===== src/rtl/core/rtc_seconds_alarm_registers_assert.svh =====
// Assertion macros shared by the RTC register block.
`ifndef RTC_SECONDS_ALARM_REGISTERS_ASSERT_SVH
`define RTC_SECONDS_ALARM_REGISTERS_ASSERT_SVH

// Same-cycle implication, checked out of reset.
`define RSA_ASSERT_NOW(lbl, ante, cons, msg) \
  lbl: assert property (@(posedge clk) disable iff (!rst_n) (ante) |-> (cons)) \
    else $error(msg);

// Next-cycle implication, checked out of reset.
`define RSA_ASSERT_NEXT(lbl, ante, cons, msg) \
  lbl: assert property (@(posedge clk) disable iff (!rst_n) (ante) |=> (cons)) \
    else $error(msg);

`endif


===== src/rtl/core/rsa_pkg.sv =====
// Types and constants for the RTC seconds/alarm register block.
package rsa_pkg;

  // Request kinds
  localparam logic [1:0] KIND_TICK  = 2'd0;
  localparam logic [1:0] KIND_READ  = 2'd1;
  localparam logic [1:0] KIND_WRITE = 2'd2;

  // Register offsets (low two bits dropped before decode)
  localparam logic [5:0] REG_CTRL      = 6'h00;
  localparam logic [5:0] REG_SEC       = 6'h04;
  localparam logic [5:0] REG_ALARM     = 6'h08;
  localparam logic [5:0] REG_REGULATOR = 6'h0C;
  localparam logic [5:0] REG_HIBERNATE = 6'h20;
  localparam logic [5:0] REG_SCRATCH   = 6'h34;
  localparam logic [5:0] REG_WENR      = 6'h3C;

  localparam logic [31:0] UNLOCK_MAGIC = 32'h0000_A55A;
  localparam int unsigned WENR_BIT     = 31;

  // CTRL bit positions
  localparam int unsigned CTRL_WRDY  = 7;
  localparam int unsigned CTRL_SECF  = 6;
  localparam int unsigned CTRL_SECIE = 5;
  localparam int unsigned CTRL_ALF   = 4;
  localparam int unsigned CTRL_ALIE  = 3;
  localparam int unsigned CTRL_ALEN  = 2;
  localparam int unsigned CTRL_EN    = 0;

  localparam logic [15:0] DIVIDER_RESET = 16'd32767;

  typedef struct packed {
    logic [1:0]  kind;
    logic [5:0]  address;
    logic [31:0] write_data;
  } rsa_in_t;

  typedef struct packed {
    logic [31:0] read_data;
    logic        write_rejected;
    logic        irq;
    logic        hibernate_request;
  } rsa_out_t;

endpackage


===== src/rtl/core/rtc_seconds_alarm_registers.sv =====
// Real-time clock seconds counter with alarm: one request (tick, read or write) per clock,
// each producing one response. A request is held in the input register, where the timer
// and register logic update state and compute the response, then waits in the result
// register; out_valid rises when the response is loaded there and stays high until the
// consumer takes it. One request per clock is sustained while the consumer keeps taking
// responses; in_ready follows out_ready in the same cycle when both registers are full.
// The unlock-required bit is set through cfg_we/cfg_wdata.
module rtc_seconds_alarm_registers import rsa_pkg::*; (
  input  logic     clk,
  input  logic     rst_n,
  input  logic     in_valid,
  output logic     in_ready,
  input  rsa_in_t  in_data,
  output logic     out_valid,
  input  logic     out_ready,
  output rsa_out_t out_data,
  input  logic     cfg_we,
  input  logic     cfg_wdata
);

  logic     item_valid;
  rsa_in_t  item;
  rsa_out_t result;
  logic     advance;

  assign advance = item_valid && (!out_valid || out_ready);

  rsa_in_stage u_in (
    .clk        (clk),
    .rst_n      (rst_n),
    .in_valid   (in_valid),
    .in_ready   (in_ready),
    .in_data    (in_data),
    .advance    (advance),
    .item_valid (item_valid),
    .item       (item)
  );

  rsa_core u_core (
    .clk       (clk),
    .rst_n     (rst_n),
    .cfg_we    (cfg_we),
    .cfg_wdata (cfg_wdata),
    .advance   (advance),
    .item      (item),
    .result    (result)
  );

  rsa_out_stage u_out (
    .clk       (clk),
    .rst_n     (rst_n),
    .load      (advance),
    .result    (result),
    .out_valid (out_valid),
    .out_ready (out_ready),
    .out_data  (out_data)
  );

endmodule


===== src/rtl/core/rsa_in_stage.sv =====
// Input register: holds one request for the register/timer stage.
module rsa_in_stage import rsa_pkg::*; (
  input  logic    clk,
  input  logic    rst_n,
  input  logic    in_valid,
  output logic    in_ready,
  input  rsa_in_t in_data,
  input  logic    advance,
  output logic    item_valid,
  output rsa_in_t item
);

  logic    valid_r;
  rsa_in_t data_r;

  assign in_ready   = !valid_r || advance;
  assign item_valid = valid_r;
  assign item       = data_r;

  always_ff @(posedge clk) begin
    if (!rst_n) begin
      valid_r <= 1'b0;
    end else if (in_ready) begin
      valid_r <= in_valid;
    end
  end

  always_ff @(posedge clk) begin
    if (in_valid && in_ready) begin
      data_r <= in_data;
    end
  end

endmodule


===== src/rtl/core/rsa_core.sv =====
// Timer state, register file and per-request update logic.
`include "rtc_seconds_alarm_registers_assert.svh"

module rsa_core import rsa_pkg::*; (
  input  logic     clk,
  input  logic     rst_n,
  input  logic     cfg_we,
  input  logic     cfg_wdata,
  input  logic     advance,
  input  rsa_in_t  item,
  output rsa_out_t result
);

  logic [31:0] sec_r, sec_nxt;
  logic [31:0] alarm_r, alarm_nxt;
  logic [15:0] div_r, div_nxt;
  logic [15:0] pre_r, pre_nxt;
  logic        clk_en_r, clk_en_nxt;
  logic        al_en_r, al_en_nxt;
  logic        al_flag_r, al_flag_nxt;
  logic        al_ie_r, al_ie_nxt;
  logic        sec_flag_r, sec_flag_nxt;
  logic        sec_ie_r, sec_ie_nxt;
  logic [31:0] scratch_r, scratch_nxt;
  logic        unlocked_r, unlocked_nxt;
  logic        hib_r, hib_nxt;
  logic        unlock_req_r;

  logic [5:0]  reg_addr;
  logic [31:0] rd_data;
  logic [31:0] sec_inc;
  logic        is_write;
  logic        rejected;

  assign reg_addr = {item.address[5:2], 2'b00};
  assign is_write = (item.kind == KIND_WRITE);
  assign rejected = is_write && (reg_addr != REG_WENR) && unlock_req_r && !unlocked_r;
  assign sec_inc  = sec_r + 32'd1;

  // Register read mux
  always_comb begin
    rd_data = '0;
    unique case (reg_addr)
      REG_CTRL: begin
        rd_data[CTRL_WRDY]  = 1'b1;
        rd_data[CTRL_SECF]  = sec_flag_r;
        rd_data[CTRL_SECIE] = sec_ie_r;
        rd_data[CTRL_ALF]   = al_flag_r;
        rd_data[CTRL_ALIE]  = al_ie_r;
        rd_data[CTRL_ALEN]  = al_en_r;
        rd_data[CTRL_EN]    = clk_en_r;
      end
      REG_SEC:       rd_data = sec_r;
      REG_ALARM:     rd_data = alarm_r;
      REG_REGULATOR: rd_data = {16'd0, div_r};
      REG_HIBERNATE: rd_data = {31'd0, hib_r};
      REG_SCRATCH:   rd_data = scratch_r;
      REG_WENR:      rd_data[WENR_BIT] = unlocked_r;
      default:       rd_data = '0;
    endcase
  end

  always_comb begin
    sec_nxt      = sec_r;
    alarm_nxt    = alarm_r;
    div_nxt      = div_r;
    pre_nxt      = pre_r;
    clk_en_nxt   = clk_en_r;
    al_en_nxt    = al_en_r;
    al_flag_nxt  = al_flag_r;
    al_ie_nxt    = al_ie_r;
    sec_flag_nxt = sec_flag_r;
    sec_ie_nxt   = sec_ie_r;
    scratch_nxt  = scratch_r;
    unlocked_nxt = unlocked_r;
    hib_nxt      = hib_r;

    case (item.kind)
      KIND_TICK: begin
        if (clk_en_r) begin
          if (pre_r >= div_r) begin
            pre_nxt      = '0;
            sec_nxt      = sec_inc;
            sec_flag_nxt = 1'b1;
            // alarm only compared on the second boundary
            if (al_en_r && (sec_inc == alarm_r)) begin
              al_flag_nxt = 1'b1;
            end
          end else begin
            pre_nxt = pre_r + 16'd1;
          end
        end
      end
      KIND_WRITE: begin
        if (reg_addr == REG_WENR) begin
          if (item.write_data == UNLOCK_MAGIC) begin
            unlocked_nxt = 1'b1;
          end
        end else if (!rejected) begin
          unlocked_nxt = 1'b0;
          unique case (reg_addr)
            REG_CTRL: begin
              // flags: 0 clears, 1 keeps
              if (!item.write_data[CTRL_SECF]) sec_flag_nxt = 1'b0;
              if (!item.write_data[CTRL_ALF])  al_flag_nxt  = 1'b0;
              sec_ie_nxt = item.write_data[CTRL_SECIE];
              al_ie_nxt  = item.write_data[CTRL_ALIE];
              al_en_nxt  = item.write_data[CTRL_ALEN];
              clk_en_nxt = item.write_data[CTRL_EN];
            end
            REG_SEC: begin
              sec_nxt = item.write_data;
              pre_nxt = '0;
            end
            REG_ALARM:     alarm_nxt   = item.write_data;
            REG_REGULATOR: div_nxt     = item.write_data[15:0];
            REG_HIBERNATE: hib_nxt     = hib_r | item.write_data[0];
            REG_SCRATCH:   scratch_nxt = item.write_data;
            default: ;
          endcase
        end
      end
      default: ;
    endcase
  end

  assign result.read_data         = (item.kind == KIND_READ) ? rd_data : '0;
  assign result.write_rejected    = rejected;
  assign result.irq               = (sec_flag_nxt && sec_ie_nxt) || (al_flag_nxt && al_ie_nxt);
  assign result.hibernate_request = hib_nxt;

  always_ff @(posedge clk) begin
    if (!rst_n) begin
      sec_r        <= '0;
      alarm_r      <= '0;
      div_r        <= DIVIDER_RESET;
      pre_r        <= '0;
      clk_en_r     <= 1'b1;
      al_en_r      <= 1'b0;
      al_flag_r    <= 1'b0;
      al_ie_r      <= 1'b0;
      sec_flag_r   <= 1'b0;
      sec_ie_r     <= 1'b0;
      scratch_r    <= '0;
      unlocked_r   <= 1'b0;
      hib_r        <= 1'b0;
      unlock_req_r <= 1'b0;
    end else begin
      if (advance) begin
        sec_r      <= sec_nxt;
        alarm_r    <= alarm_nxt;
        div_r      <= div_nxt;
        pre_r      <= pre_nxt;
        clk_en_r   <= clk_en_nxt;
        al_en_r    <= al_en_nxt;
        al_flag_r  <= al_flag_nxt;
        al_ie_r    <= al_ie_nxt;
        sec_flag_r <= sec_flag_nxt;
        sec_ie_r   <= sec_ie_nxt;
        scratch_r  <= scratch_nxt;
        unlocked_r <= unlocked_nxt;
        hib_r      <= hib_nxt;
      end
      if (cfg_we) begin
        unlock_req_r <= cfg_wdata;
      end
    end
  end

  `RSA_ASSERT_NOW(a_wenr_never_rejected, is_write && reg_addr == REG_WENR, !result.write_rejected, "unlock write rejected")
  `RSA_ASSERT_NEXT(a_locked_write_no_effect, advance && rejected, $stable(sec_r) && $stable(scratch_r) && $stable(alarm_r), "locked write changed state")
  `RSA_ASSERT_NEXT(a_unlock_one_shot, advance && is_write && reg_addr != REG_WENR, !unlocked_r, "unlock survived a write")
  `RSA_ASSERT_NEXT(a_hibernate_sticky, hib_r, hib_r, "hibernate latch dropped")

endmodule


===== src/rtl/core/rsa_out_stage.sv =====
// Result register: holds one response until the consumer takes it.
module rsa_out_stage import rsa_pkg::*; (
  input  logic     clk,
  input  logic     rst_n,
  input  logic     load,
  input  rsa_out_t result,
  output logic     out_valid,
  input  logic     out_ready,
  output rsa_out_t out_data
);

  logic     valid_r;
  rsa_out_t data_r;

  assign out_valid = valid_r;
  assign out_data  = data_r;

  always_ff @(posedge clk) begin
    if (!rst_n) begin
      valid_r <= 1'b0;
    end else if (load) begin
      valid_r <= 1'b1;
    end else if (out_ready) begin
      valid_r <= 1'b0;
    end
  end

  always_ff @(posedge clk) begin
    if (load) begin
      data_r <= result;
    end
  end

endmodule

===== config.mk =====
export PLATFORM = sky130hd
export DESIGN_NAME = rtc_seconds_alarm_registers
export DESIGN_NICKNAME = d
export VERILOG_FILES = /design/src/rtl/core/rsa_pkg.sv /design/src/rtl/core/rtc_seconds_alarm_registers.sv /design/src/rtl/core/rsa_in_stage.sv /design/src/rtl/core/rsa_core.sv /design/src/rtl/core/rsa_out_stage.sv
export VERILOG_INCLUDE_DIRS = /design/src /design/src/rtl/core
export SDC_FILE = /design/constraint.sdc
export NUM_CORES = 1
export LEC_CHECK = 0
export ABC_CLOCK_PERIOD_IN_PS = 3600
export BUFFER_PORTS_ARGS = -buffer_cell sky130_fd_sc_hd__buf_2
export CAP_MARGIN = 10
export CORE_ASPECT_RATIO = 1.4
export CORE_MARGIN = 5
export CORE_UTILIZATION = 45
export CTS_CLUSTER_SIZE = 25
export DETAILED_ROUTE_END_ITERATION = 8
export GPL_ROUTABILITY_DRIVEN = 0
export GPL_TIMING_DRIVEN = 0
export PLACE_DENSITY_LB_ADDON = 0.3
export SYNTH_ARGS = -nofsm -noshare
export SYNTH_HDL_FRONTEND = slang
export SYNTH_SLANG_ARGS = --single-unit

===== constraint.sdc =====
create_clock -name clk -period 3.6 [get_ports clk]
set_clock_uncertainty 0.15 [all_clocks]
set_input_delay 0.36 -clock clk [delete_from_list [all_inputs] [get_ports clk]]
set_output_delay 0.36 -clock clk [all_outputs]
set_load 0.05 [all_outputs]

==> impl_metrics.tcl <==
set metrics [dict create \
    power_mw 5.58 \
    p_seq_frac 0.463 \
    r2r_cells 10 \
    yosysMostFrequentCell "nand2_1" \
    nNetsFinal 1416 \
    power_switching_mw 1.32 \
    worstHoldPathCells 4 \
    clkLatencyLatePin_ps 520 \
    async_flop_share 0 \
    cts-htree-levels 1 \
    critPathArrivalTime_ps 3590 \
    cts_setup_buffers 0 \
    grt_overflow 0 \
    firstDrtPassIters 6 \
    synth_commonest_cells "nand2_1 (234), dfxtp_1 (139), a21oi_1 (124)" \
    finalCritPeriodShare 0.937 \
    synth_top_area_share 0.264 \
    synth-seq-area-share 0.471 \
    hp-class "primary input to flip-flop" \
    tightest_slew_ps 899 \
    path_clk_slew_ps 60 \
    cts_root_buffer "clkbuf_16" \
    wl_mm 34.2 \
    required_ps 3810 \
    max_freq_mhz 297 \
    dp_hpwl_mm 24.9 \
    yosysTopAreaCell "dfxtp_1" \
    syn_to_final_growth_pct 19.4 \
    vias 10002 \
    switching_share 0.237 \
    fp.dieArea_um2 26700 \
    seqCellArea_um2 4970 \
    n_antenna_cell 0 \
    power_frac_comb 0.067 \
    end_kind "flip-flop" \
    drv_cap 0 \
    finalHoldViolCount 0 \
    netlist_area_um2 10600 \
    clock-sinks 212 \
    vias_per_cell 5.97 \
    cts_tree "done" \
    core_area_um2 23200 \
    synth_enable_flop_cells 73 \
    status "finished, final reports clean" \
    grt_pass1_wl_mm 53.0 \
    ys_warn_count 0 \
    irDropWorstVdd_uv 402 \
    drtIter0Drc 1251 \
    cell_internal_pwr_mw 4.25 \
    first_global_vias 9725 \
    synth_nets 1269 \
    synth-seq-cells 212 \
    timing.setup.tns_ps 0 \
    wl_per_cell_um 20.4 \
    grt_start_max_net_pins 38 \
    leakagePower_nw 4.53 \
    die_w_um 139 \
    post-route-drc-count 0 \
    finalCriticalPeriod_ps 3370 \
    die_y_um 191 \
    rsz0062_at_grt "no" \
    multi_input_area_um2 5120 \
    cts-buffers-inserted 23 \
    postSynthAreaPerCell_um2 8.76 \
    cts_buffer_depth 3 \
    final_util 0.543 \
    synth_area_leaders "dfxtp_1 (26%), edfxtp_1 (21%), nand2_1 (8.3%), a21oi_1 (5.9%), nor2_1 (3.5%)" \
    synthFlopType "dfxtp_1" \
    syn_inst 1205 \
    finalMaxSlewViolations 0 \
    track_usage 0.251 \
    port-buffer-count 80 \
    crit_fanout 10 \
    finalSetupViolCount 0 \
    ios 83 \
    antenna_found_initial 0 \
    p_clk_frac 0.470 \
    initial_core_util 0.455 \
    drive_above_1_share 0.118 \
    ys_types 73 \
    antenna_left 0 \
    cp-start-kind "flip-flop" \
    p_per_area_nw_per_um2 442 \
    path_class "flip-flop to flip-flop" \
    rows 66 \
    fillers 2183 \
    max_slew_margin 0.400 \
]
-- through the flow --
stage,instances,worst slack (ps),instance area [um2],hold slack (ps)
5_1_grt,1674,80.3,12600,32.8
3_3_place_gp,1591,40.1,11300,292
4_1_cts,1674,28.1,12600,6.15
2_1_floorplan,1205,980,10600,286
3_5_place_dp,1592,36.3,11400,297
6_report,1674,228,12600,17.4
-- cells by family (layout without fill, tap and decap cells) --
kind of cell / Yosys count / after routing / synth area share
xor+xnor: 56 / 56 / 0.0465
simple gates: 493 / 493 / 0.224
buf+inv: 116 / 279 / 0.0443
fa+ha+maj: 18 / 18 / 0.0213
compound gates: 302 / 302 / 0.185
flops: 212 / 212 / 0.471
mux: 8 / 8 / 0.00770
-- sequential cells by signal (all words and copies together), names as in the netlist --
| name | cells |
|---|---|
| u_core.scratch_r | 32 |
| u_core.unlocked_r | 1 |
| u_core.alarm_r | 32 |
| u_core.sec_r | 32 |
| u_out.out_data | 35 |
| u_in.item | 38 |
| u_out.out_valid | 1 |
| u_core.sec_flag_r | 1 |
| u_core.al_en_r | 1 |
| u_core.clk_en_r | 1 |
| u_core.pre_r | 16 |
| u_core.al_ie_r | 1 |
| u_core.div_r | 16 |
| u_core.unlock_req_r | 1 |
| u_core.hib_r | 1 |
| u_core.sec_ie_r | 1 |
| u_core.al_flag_r | 1 |
| u_in.item_valid | 1 |
-- worst max-delay path: stages (launching register included) --
cell and delay, ps:
dfxtp_1 480, ha_1 200, buf_2 180, nand3_2 270
nor4_1 490, nor2_1 80, a311oi_1 480, o2111ai_1 240
nor4_2 170, nand4_1 270, o21ai_1 200
-- per-layer routing --
metal  track usage  part of all wire  vias to the layer above
li1              -                 -                     4627
met1         0.288              0.37                     4708
met2         0.441              0.49                      510
met3        0.0363             0.078                      157
met4         0.149             0.066                        0
met5             0                 0                        -
-- power by group through the flow --
stage | combinational [mW] | sequential (mW) | clock (mW)
6_report | 0.373 | 2.58 | 2.62
5_1_grt | 0.395 | 2.59 | 2.75
4_1_cts | 0.368 | 2.58 | 2.65
3_5_place_dp | 0.332 | 2.63 | 0
3_3_place_gp | 0.325 | 2.63 | 0
2_1_floorplan | 0.146 | 2.68 | 0
-- cell type report --
class | count | share of cell area
Timing Repair Buffer | 122 | 0.0659
Tap cell | 306 | 0.0304
Buffer | 92 | 0.0300
Sequential cell | 212 | 0.395
Clock inverter | 15 | 0.0192
Inverter | 24 | 0.00715
Multi-Input combinational cell | 877 | 0.406
Clock buffer | 26 | 0.0465
-- path summary, 6_finish.rpt --
| check | start | end | slack [ps] |
|---|---|---|---|
| hold reg to reg | u_core.scratch_r[10] | u_core.scratch_r[10] | 310 |
| setup reg to reg | u_core.sec_r[1] | u_out.out_data[1] | 230 |
| setup / recovery | u_core.sec_r[1] | u_out.out_data[1] | 230 |
| hold / removal | out_ready | u_out.out_valid | 20 |
-- placed cells by master (no fill, tap or decap), types with 22 or more instances in the layout --
cell           Yosys  final
clkbuf_1          71     74
nand2_1          234    234
buf_2             14     94
o21ai_0           45     45
a222oi_1          30     30
a21oi_1          124    124
xnor2_1           35     35
nor2_1            99     99
nand4_1           23     23
edfxtp_1          73     73
inv_1             23     22
dlygate4sd3_1      0     41
nand3_1           25     25
clkbuf_16          0     23
dfxtp_1          139    139
-- timing repair --
item	in CTS	in global routing
gates resized for setup	0	1
hold endpoints to repair	40	0
endpoints found under the setup margin	0	18
hold buffers	41	0
(Power assumes the default switching activity.)
